[config.mk]
export PLATFORM = sky130hd
export DESIGN_NAME = base64_stream_encoder_flat
export DESIGN_NICKNAME = d
export VERILOG_FILES = /design/src/rtl/b64e_pkg.sv /design/src/rtl/b64e_if.sv /design/src/rtl/b64e_front.sv /design/src/rtl/b64e_queue.sv /design/src/rtl/b64e_back.sv /design/src/rtl/base64_stream_encoder.sv /design/src/flat_wrapper.sv
export SDC_FILE = /design/constraint.sdc
export NUM_CORES = 1
export LEC_CHECK = 0
export ABC_CLOCK_PERIOD_IN_PS = 2600
export BUFFER_PORTS_ARGS = -buffer_cell sky130_fd_sc_hd__buf_4
export CORE_ASPECT_RATIO = 1.4
export CORE_MARGIN = 3
export CORE_UTILIZATION = 51
export DETAILED_ROUTE_END_ITERATION = 8
export PLACE_DENSITY = 0.67
export SYNTH_ARGS = -nofsm -noshare
export SYNTH_HDL_FRONTEND = slang
export SYNTH_SLANG_ARGS = --single-unit
export TNS_END_PERCENT = 5
[constraint.sdc]
create_clock -name clk -period 2.6 [get_ports clk]
set_input_delay 0.13 -clock clk [delete_from_list [all_inputs] [get_ports clk]]
set_output_delay 0.13 -clock clk [all_outputs]
set_load 0.005 [all_outputs]
[src/rtl/b64e_pkg.sv]
// shared types, constants and the alphabet function for the base64 stream encoder
`timescale 1ns / 1ps
`default_nettype none

package b64e_pkg;

	localparam int BYTE_W   = 8;
	localparam int CHAR_W   = 7;
	localparam int SEXTET_W = 6;
	localparam int GPL_W    = 6;

	localparam logic [GPL_W-1:0] GPL_RESET = 6'd19;

	localparam logic [CHAR_W-1:0] CH_CR    = 7'h0D;
	localparam logic [CHAR_W-1:0] CH_LF    = 7'h0A;
	localparam logic [CHAR_W-1:0] CH_PAD   = 7'h3D;
	localparam logic [CHAR_W-1:0] CH_PLUS  = 7'h2B;
	localparam logic [CHAR_W-1:0] CH_SLASH = 7'h2F;
	localparam logic [CHAR_W-1:0] CH_UPPER = 7'h41;
	localparam logic [CHAR_W-1:0] CH_LOWER = 7'h61;
	localparam logic [CHAR_W-1:0] CH_DIGIT = 7'h30;

	// character slots in one request: four group characters, then cr and lf
	localparam logic [2:0] IDX_CR       = 3'd4;
	localparam logic [2:0] IDX_LF       = 3'd5;
	localparam logic [2:0] IDX_LAST_GRP = 3'd3;

	// one encoded group as it travels from the front to the back
	typedef struct packed {
		logic [3:0][CHAR_W-1:0] chars;
		logic                   crlf;
		logic                   last;
	} b64e_job_t;

	// queue status seen by both sides
	typedef struct packed {
		logic full;
		logic empty;
	} b64e_q_status_t;

	// standard alphabet lookup
	function automatic logic [CHAR_W-1:0] b64_sym(input logic [SEXTET_W-1:0] v);
		logic [CHAR_W-1:0] v7;
		logic [CHAR_W-1:0] r;
		v7 = {1'b0, v};
		if (v < 6'd26) begin
			r = v7 + CH_UPPER;
		end else if (v < 6'd52) begin
			r = v7 + CH_LOWER - 7'd26;
		end else if (v < 6'd62) begin
			r = v7 + CH_DIGIT - 7'd52;
		end else if (v == 6'd62) begin
			r = CH_PLUS;
		end else begin
			r = CH_SLASH;
		end
		return r;
	endfunction

endpackage

`default_nettype wire

[src/rtl/b64e_if.sv]
// stream interfaces for message bytes and encoded characters
`timescale 1ns / 1ps
`default_nettype none

interface b64e_byte_if;
	logic       valid;
	logic       ready;
	logic [7:0] data_byte;
	logic       final_byte;

	modport source(output valid, data_byte, final_byte, input ready);
	modport sink(input valid, data_byte, final_byte, output ready);
endinterface

interface b64e_char_if;
	logic       valid;
	logic       ready;
	logic [6:0] out_char;
	logic       last_char;

	modport source(output valid, out_char, last_char, input ready);
	modport sink(input valid, out_char, last_char, output ready);
endinterface

`default_nettype wire

[src/rtl/b64e_front.sv]
// front end: collects bytes, forms groups and pushes encoded requests
`timescale 1ns / 1ps
`default_nettype none

module b64e_front
	import b64e_pkg::*;
(
	input  wire logic              clk,
	input  wire logic              arst_n,
	b64e_byte_if.sink              msg,
	input  wire logic              cfg_we,
	input  wire logic [GPL_W-1:0]  cfg_data,
	input  wire b64e_q_status_t    q_stat,
	output logic                   push,
	output b64e_job_t              push_job
);

	logic [15:0]      pend_bytes_q;
	logic [1:0]       pend_cnt_q;
	logic [GPL_W-1:0] groups_q;
	logic [GPL_W-1:0] gpl_q;

	logic             accept;
	logic [7:0]       b, b1, b2;
	logic [GPL_W-1:0] groups_inc;
	logic             line_full;

	assign msg.ready = !q_stat.full;
	assign accept    = msg.valid && msg.ready;
	assign b         = msg.data_byte;
	assign b1        = pend_bytes_q[15:8];
	assign b2        = pend_bytes_q[7:0];
	assign groups_inc = groups_q + 6'd1;
	assign line_full  = groups_inc >= gpl_q;

	// line length register
	always_ff @(posedge clk or negedge arst_n) begin
		if (!arst_n) begin
			gpl_q <= GPL_RESET;
		end else if (cfg_we) begin
			gpl_q <= cfg_data;
		end
	end

	// classify the byte and build the request
	always_comb begin
		push          = 1'b0;
		push_job      = '0;
		push_job.last = msg.final_byte;
		if (pend_cnt_q == 2'd2) begin
			push              = accept;
			push_job.chars[0] = b64_sym(b1[7:2]);
			push_job.chars[1] = b64_sym({b1[1:0], b2[7:4]});
			push_job.chars[2] = b64_sym({b2[3:0], b[7:6]});
			push_job.chars[3] = b64_sym(b[5:0]);
			push_job.crlf     = line_full;
		end else if (msg.final_byte && pend_cnt_q == 2'd0) begin
			push              = accept;
			push_job.chars[0] = b64_sym(b[7:2]);
			push_job.chars[1] = b64_sym({b[1:0], 4'd0});
			push_job.chars[2] = CH_PAD;
			push_job.chars[3] = CH_PAD;
		end else if (msg.final_byte) begin
			push              = accept;
			push_job.chars[0] = b64_sym(b1[7:2]);
			push_job.chars[1] = b64_sym({b1[1:0], b[7:4]});
			push_job.chars[2] = b64_sym({b[3:0], 2'd0});
			push_job.chars[3] = CH_PAD;
		end
	end

	// pending bytes and line position
	always_ff @(posedge clk or negedge arst_n) begin
		if (!arst_n) begin
			pend_bytes_q <= '0;
			pend_cnt_q   <= '0;
			groups_q     <= '0;
		end else if (accept) begin
			if (pend_cnt_q == 2'd2) begin
				pend_cnt_q <= '0;
				groups_q   <= (line_full || msg.final_byte) ? '0 : groups_inc;
			end else if (!msg.final_byte) begin
				if (pend_cnt_q == 2'd0) begin
					pend_bytes_q[15:8] <= b;
				end else begin
					pend_bytes_q[7:0] <= b;
				end
				pend_cnt_q <= pend_cnt_q + 2'd1;
			end else begin
				pend_cnt_q <= '0;
				groups_q   <= '0;
			end
		end
	end

endmodule

`default_nettype wire

[src/rtl/b64e_queue.sv]
// two-entry queue of encoded requests between front and back
`timescale 1ns / 1ps
`default_nettype none

module b64e_queue
	import b64e_pkg::*;
(
	input  wire logic           clk,
	input  wire logic           arst_n,
	input  wire logic           push,
	input  wire b64e_job_t      push_job,
	input  wire logic           pop,
	output b64e_job_t           head,
	output b64e_q_status_t      stat
);

	b64e_job_t  mem [2];
	logic       wr_ptr_q;
	logic       rd_ptr_q;
	logic [1:0] cnt_q;
	logic       do_push;
	logic       do_pop;

	assign stat.full  = cnt_q == 2'd2;
	assign stat.empty = cnt_q == 2'd0;
	assign do_push    = push && !stat.full;
	assign do_pop     = pop && !stat.empty;
	assign head       = mem[rd_ptr_q];

	// storage
	always_ff @(posedge clk) begin
		if (do_push) begin
			mem[wr_ptr_q] <= push_job;
		end
	end

	// pointers and fill level
	always_ff @(posedge clk or negedge arst_n) begin
		if (!arst_n) begin
			wr_ptr_q <= 1'b0;
			rd_ptr_q <= 1'b0;
			cnt_q    <= '0;
		end else begin
			if (do_push) begin
				wr_ptr_q <= !wr_ptr_q;
			end
			if (do_pop) begin
				rd_ptr_q <= !rd_ptr_q;
			end
			if (do_push && !do_pop) begin
				cnt_q <= cnt_q + 2'd1;
			end else if (do_pop && !do_push) begin
				cnt_q <= cnt_q - 2'd1;
			end
		end
	end

endmodule

`default_nettype wire

[src/rtl/b64e_back.sv]
// back end: walks each request out one character per cycle while code.ready is high
`timescale 1ns / 1ps
`default_nettype none

module b64e_back
	import b64e_pkg::*;
(
	input  wire logic            clk,
	input  wire logic            arst_n,
	input  wire b64e_job_t       head,
	input  wire b64e_q_status_t  q_stat,
	output logic                 pop,
	b64e_char_if.source          code
);

	b64e_job_t  job_q;
	logic       job_valid_q;
	logic [2:0] idx_q;

	logic       fire;
	logic [2:0] end_idx;
	logic       at_end;
	logic       load;

	assign end_idx = job_q.crlf ? IDX_LF : IDX_LAST_GRP;
	assign at_end  = idx_q == end_idx;
	assign fire    = code.valid && code.ready;
	assign load    = !job_valid_q || (fire && at_end);
	assign pop     = load && !q_stat.empty;

	// character select
	always_comb begin
		code.valid     = job_valid_q;
		code.last_char = job_q.last && at_end;
		case (idx_q)
			IDX_CR:  code.out_char = CH_CR;
			IDX_LF:  code.out_char = CH_LF;
			default: code.out_char = job_q.chars[idx_q[1:0]];
		endcase
	end

	// current request and position
	always_ff @(posedge clk or negedge arst_n) begin
		if (!arst_n) begin
			job_valid_q <= 1'b0;
			idx_q       <= '0;
		end else if (load) begin
			job_valid_q <= !q_stat.empty;
			idx_q       <= '0;
		end else if (fire) begin
			idx_q <= idx_q + 3'd1;
		end
	end

	always_ff @(posedge clk) begin
		if (load) begin
			job_q <= head;
		end
	end

endmodule

`default_nettype wire

[src/rtl/base64_stream_encoder.sv]
// top level of the base64 stream encoder with line wrapping
`timescale 1ns / 1ps
`default_nettype none

// Streaming Base64 encoder: message bytes enter on msg, one per request, with
// final_byte on the last one; characters leave on code, one per cycle while
// code.ready is high, with last_char on the final character of the message.
// Every third byte yields four characters, plus CR LF once groups_per_line
// groups fill a line (19 at reset, 76 characters); a final byte with one or
// two bytes left yields a padded tail. The front takes a byte in every cycle
// while the two-entry request queue has room; the back drives one character
// per cycle, so in steady flow three bytes become four characters, or six at
// a line end. That single character port sets the sustained rate. cfg_data is
// written with cfg_we and should only change while the encoder is idle.
module base64_stream_encoder
	import b64e_pkg::*;
(
	input  wire logic             clk,
	input  wire logic             arst_n,
	b64e_byte_if.sink             msg,
	b64e_char_if.source           code,
	input  wire logic             cfg_we,
	input  wire logic [GPL_W-1:0] cfg_data
);

	b64e_q_status_t q_stat;
	b64e_job_t      push_job;
	b64e_job_t      head;
	logic           push;
	logic           pop;

	// byte intake and grouping
	b64e_front u_front (
		.clk      (clk),
		.arst_n   (arst_n),
		.msg      (msg),
		.cfg_we   (cfg_we),
		.cfg_data (cfg_data),
		.q_stat   (q_stat),
		.push     (push),
		.push_job (push_job)
	);

	// request queue
	b64e_queue u_queue (
		.clk      (clk),
		.arst_n   (arst_n),
		.push     (push),
		.push_job (push_job),
		.pop      (pop),
		.head     (head),
		.stat     (q_stat)
	);

	// character output
	b64e_back u_back (
		.clk    (clk),
		.arst_n (arst_n),
		.head   (head),
		.q_stat (q_stat),
		.pop    (pop),
		.code   (code)
	);

`ifndef NO_ASSERTIONS
	// queue cannot be full and empty at once
	a_q_stat: assert property (@(posedge clk) disable iff (!arst_n)
		!(q_stat.full && q_stat.empty))
		else $error("queue reports full and empty");

	// a line break never ends a message on cr
	a_cr_not_last: assert property (@(posedge clk) disable iff (!arst_n)
		code.valid && code.out_char == CH_CR |-> !code.last_char)
		else $error("cr flagged as last character");

	// lf follows cr right away
	a_cr_then_lf: assert property (@(posedge clk) disable iff (!arst_n)
		code.valid && code.ready && code.out_char == CH_CR
		|=> code.valid && code.out_char == CH_LF)
		else $error("cr not followed by lf");

	// a full queue stays full until a request is popped
	a_no_push_full: assert property (@(posedge clk) disable iff (!arst_n)
		q_stat.full && !pop |=> !$rose(q_stat.empty) && q_stat.full)
		else $error("queue left full state without a pop");
`endif

endmodule

`default_nettype wire

[src/flat_wrapper.sv]
// flat-port wrapper written by rule: the top's interface ports become plain ports
module base64_stream_encoder_flat import b64e_pkg::*;
  (clk, arst_n, cfg_we, cfg_data, msg_valid, msg_data_byte, msg_final_byte, msg_ready, code_valid, code_out_char, code_last_char, code_ready);
  b64e_byte_if msg_i ();
  b64e_char_if code_i ();
  input  wire logic clk;
  input  wire logic arst_n;
  input  wire logic cfg_we;
  input  wire logic [GPL_W-1:0] cfg_data;
  input wire logic [$bits(msg_i.valid)-1:0] msg_valid;
  input wire logic [$bits(msg_i.data_byte)-1:0] msg_data_byte;
  input wire logic [$bits(msg_i.final_byte)-1:0] msg_final_byte;
  output wire logic [$bits(msg_i.ready)-1:0] msg_ready;
  output wire logic [$bits(code_i.valid)-1:0] code_valid;
  output wire logic [$bits(code_i.out_char)-1:0] code_out_char;
  output wire logic [$bits(code_i.last_char)-1:0] code_last_char;
  input wire logic [$bits(code_i.ready)-1:0] code_ready;
  assign msg_i.valid = msg_valid;
  assign msg_i.data_byte = msg_data_byte;
  assign msg_i.final_byte = msg_final_byte;
  assign msg_ready = msg_i.ready;
  assign code_valid = code_i.valid;
  assign code_out_char = code_i.out_char;
  assign code_last_char = code_i.last_char;
  assign code_i.ready = code_ready;
  base64_stream_encoder u_core (.clk(clk), .arst_n(arst_n), .msg(msg_i), .code(code_i), .cfg_we(cfg_we), .cfg_data(cfg_data));
endmodule
==> impl_metrics.csv <==
group,metric,value,unit
yosys,syn_area,0.00767,sq mm
worst_setup_path,r2r_cells,9,
layout,drive_gt1_share,17.6,%
clock_network,cts-resized-gates,0,
pwr,peakVddDrop,0.700,mV
global_route,antenna_found_initial,0,
yosys,synth_top_area_share,35.2,%
sta,finalSetupViolCount,0,
worst_setup_path,reg2reg_from,"u_core.u_front.groups_q[0]",
yosys,synth_cells,722,
worst_setup_path,cp_top_family,"adder cells",
worst_setup_path,crit_buf_inv,0,
sta,fmax,430,MHz
worst_setup_path,critPathLaunchType,"register",
worst_setup_path,crit_required,2.95,ns
clock_network,ctsHoldBuffers,14,
worst_setup_path,crit_top_cell,"ha_1",
sta,fin_hold_ws,0.0619,ns
global_route,grt_pass1_vias,5746,
yosys,synth-edff-count,90,
run_status,run_status,"completed",
worst_setup_path,worstPathArrival,2.68,ns
sta,fin_crit,2.32,ns
detailed_routing,dr.pass1.iters,8,
yosys,synthFlopType,"edfxtp_1",
detailed_routing,via_count,5863,
layout,synthToLayoutAreaGrowth,15.4,%
clock_network,cts-buffers-inserted,17,
yosys,syn_avg_cell_area,10.6,sq um
detailed_routing,wl,18500,um
floorplan,ios,30,
clock_network,clk_latency,0.42,ns
clock_network,cts_tree,"yes",
flow_run,maxCapViolations,0,
detailed_routing,postRouteAntennaNets,0,
sta,finClkSkew,0.0134,ns
yosys,syn_nets,785,
floorplan,die_h,151,um
worst_setup_path,worst-setup-path-type,"register to register",
global_route,grt_start_max_net_pins,39,
clock_network,clock_tree.htree_level_count,4,
floorplan,die-area,0.0166,sq mm
worst_setup_path,r2r_slack,0.28,ns
yosys,yosys-top-cells-area,"edfxtp_1, dfrtp_1, ha_1",
detailed_routing,vias_per_cell,6.10,
global_route,gr-total-overflow,0,
yosys,synth_largest_area_cell,"edfxtp_1",
worst_setup_path,critPathCapture,"u_core.u_front.groups_q[0]",
placement,dpl.hpwl,13200,um
worst_setup_path,worst_setup_path_end_kind,"register",
clock_network,clk_pin_slew,0.06,ns
floorplan,start_util,52.6,%
yosys,ys_seq_elements,128,
detailed_routing,drt_iter0_drc,572,
worst_setup_path,crit_start,"u_core.u_front.groups_q[0]",
min_path,hold_path.startpoint,"cfg_we",
sta,min_period_over_period,89.4,%
sta,relSlewSlack,55.2,%
clock_network,cts.sinks,128,
global_route,grt_pass1_wl,29600,um
yosys,synth_most_common_cell,"edfxtp_1",
sta,tightestPinTransition,0.664,ns
detailed_routing,avgRoutedWirePerCell,19.2,um
sta,drv_slew,0,
layout,nets,822,
yosys,synth.top_cells.by_count,"edfxtp_1, nand2_1, a21oi_1",
sta,rsz0062_at_grt,"false",
clock_network,clockRootBuffer,"clkbuf_16",
floorplan,coreArea,0.0146,sq mm
layout,diodes,0,
worst_setup_path,r2r_end,"u_core.u_front.groups_q[0]",
yosys,async_flop_share,29.7,%
detailed_routing,drc,0,
placement,pre_cts_ws,0.298,ns
floorplan,row_count,52,
global_route,grtUsageTotal,23.5,%
yosys,seq_area_frac_synth,47.7,%
worst_setup_path,cpPeakStageDelay,0.42,ns
pwr,leakagePower,0.00349,uW
layout,fin_area,0.00886,sq mm
placement,portBuffers,29,
worst_setup_path,cp_cell_sequence,"ha_1, nand3_1, xnor2_1, ha_1, a41o_1, a21oi_1, o21ai_1, nor2_1, mux2_2",
clock_network,clockBufferDepth,2,
floorplan,fp.dieW,110,um
min_path,hp-class,"primary input to register",
pwr,power_density,1050,mW/mm^2
worst_setup_path,cp_slowest_cell,"dfrtp_1",
yosys,yosysWarnings,0,
placement,globalplace.congestion,0.902,
placement,place_area,0.00808,sq mm
yosys,ys_types,71,
worst_setup_path,cp_num_cells,9,
clock_network,post_cts_buffers,0,
sta,fin_ws,0.277,ns
worst_setup_path,path_max_fanout,5,
sta,hold_violations,0,
registers in the layout, indices dropped and copies added (netlist names), 2 cells and up:
register and flops:
u_core.u_front.pend_bytes_q 16, u_core.u_front.groups_q 6, u_core.u_queue.cnt_q 2, u_core.u_queue.mem 60, u_core.u_back.job_q 30, u_core.u_back.idx_q 3, u_core.u_front.pend_cnt_q 2, u_core.u_front.gpl_q 6
kinds of logic (layout without fill, tap and decap cells):
logic type / count (synthesis) / count (layout) / share of synthesized area [%]
flip-flops: 128 / 128 / 47.7
buffers and inverters: 79 / 129 / 4.42
adder cells (fa/ha/maj): 43 / 43 / 7.01
AO/OA/AOI/OAI: 204 / 204 / 17.5
multiplexers: 45 / 45 / 7.57
XOR/XNOR: 27 / 27 / 3.18
AND/OR/NAND/NOR: 196 / 196 / 12.6
cell usage in the layout, fill, tap and decap left out, types with 13 or more instances in the layout:
| cell type | count |
|---|---|
| a21o_1 | 13 |
| a21oi_1 | 47 |
| buf_4 | 46 |
| clkbuf_16 | 20 |
| dfrtp_1 | 35 |
| dlygate4sd3_1 | 14 |
| edfxtp_1 | 90 |
| ha_1 | 43 |
| inv_1 | 30 |
| mux2_2 | 32 |
| nand2_1 | 65 |
| nand3_1 | 18 |
| nor2_1 | 29 |
| nor3_1 | 21 |
| o21ai_0 | 25 |
| o21ai_1 | 28 |
| xnor2_1 | 21 |
where the power goes:
part           total (uW)  leakage, uW  switching [uW]  internal, uW
clock network        2530     0.000315             921          1610
logic                3470      0.00187            1950          1520
registers            3320      0.00130             437          2890
total                9320      0.00349            3310          6020
through the flow:
stage	TNS, ns	utilization, %	total power [uW]	instances
2_1_floorplan	-3.52	-	5720	722
3_3_place_gp	0	55.4	6640	915
3_5_place_dp	0	55.4	6770	915
4_1_cts	0	60.8	9360	961
5_1_grt	0	60.8	9880	961
6_report	0	60.8	9320	961
worst min-delay path by stage:
stage	to	slack (ns)	cells past startpoint
finish	u_core.u_front.gpl_q[0]	0.06	2
CTS	u_core.u_front.gpl_q[0]	0.04	2
detailed placement	u_core.u_queue.rd_ptr_q	0.15	1
floorplan	u_core.u_back.code.valid	-0.17	0
global placement	u_core.u_queue.cnt_q[0]	0.14	1
global route	u_core.u_front.gpl_q[0]	0.05	2
worst register-to-register path: stages, from the launching register on:
cell and delay [ns]:
dfrtp_1 0.42, ha_1 0.23, nand3_1 0.10, xnor2_1 0.23
ha_1 0.31, a41o_1 0.20, a21oi_1 0.11, o21ai_1 0.12
nor2_1 0.33, mux2_2 0.22
cell type report:
type	count	area (sq um)
Timing Repair Buffer	61	505
Inverter	36	135
Multi-Input combinational cell	515	3680
Sequential cell	128	3660
Fill cell	1190	5720
Clock inverter	11	136
Tap cell	189	236
Clock buffer	21	504
layer usage:
layer	GRT usage (%)	up-vias	wire, um
li1	-	2773	-
met1	28.8	2818	7390
met2	40.7	225	9470
met3	4.90	47	1050
met4	8.48	0	558
met5	0	-	0
No activity file was read; power rests on OpenSTA's default activity.
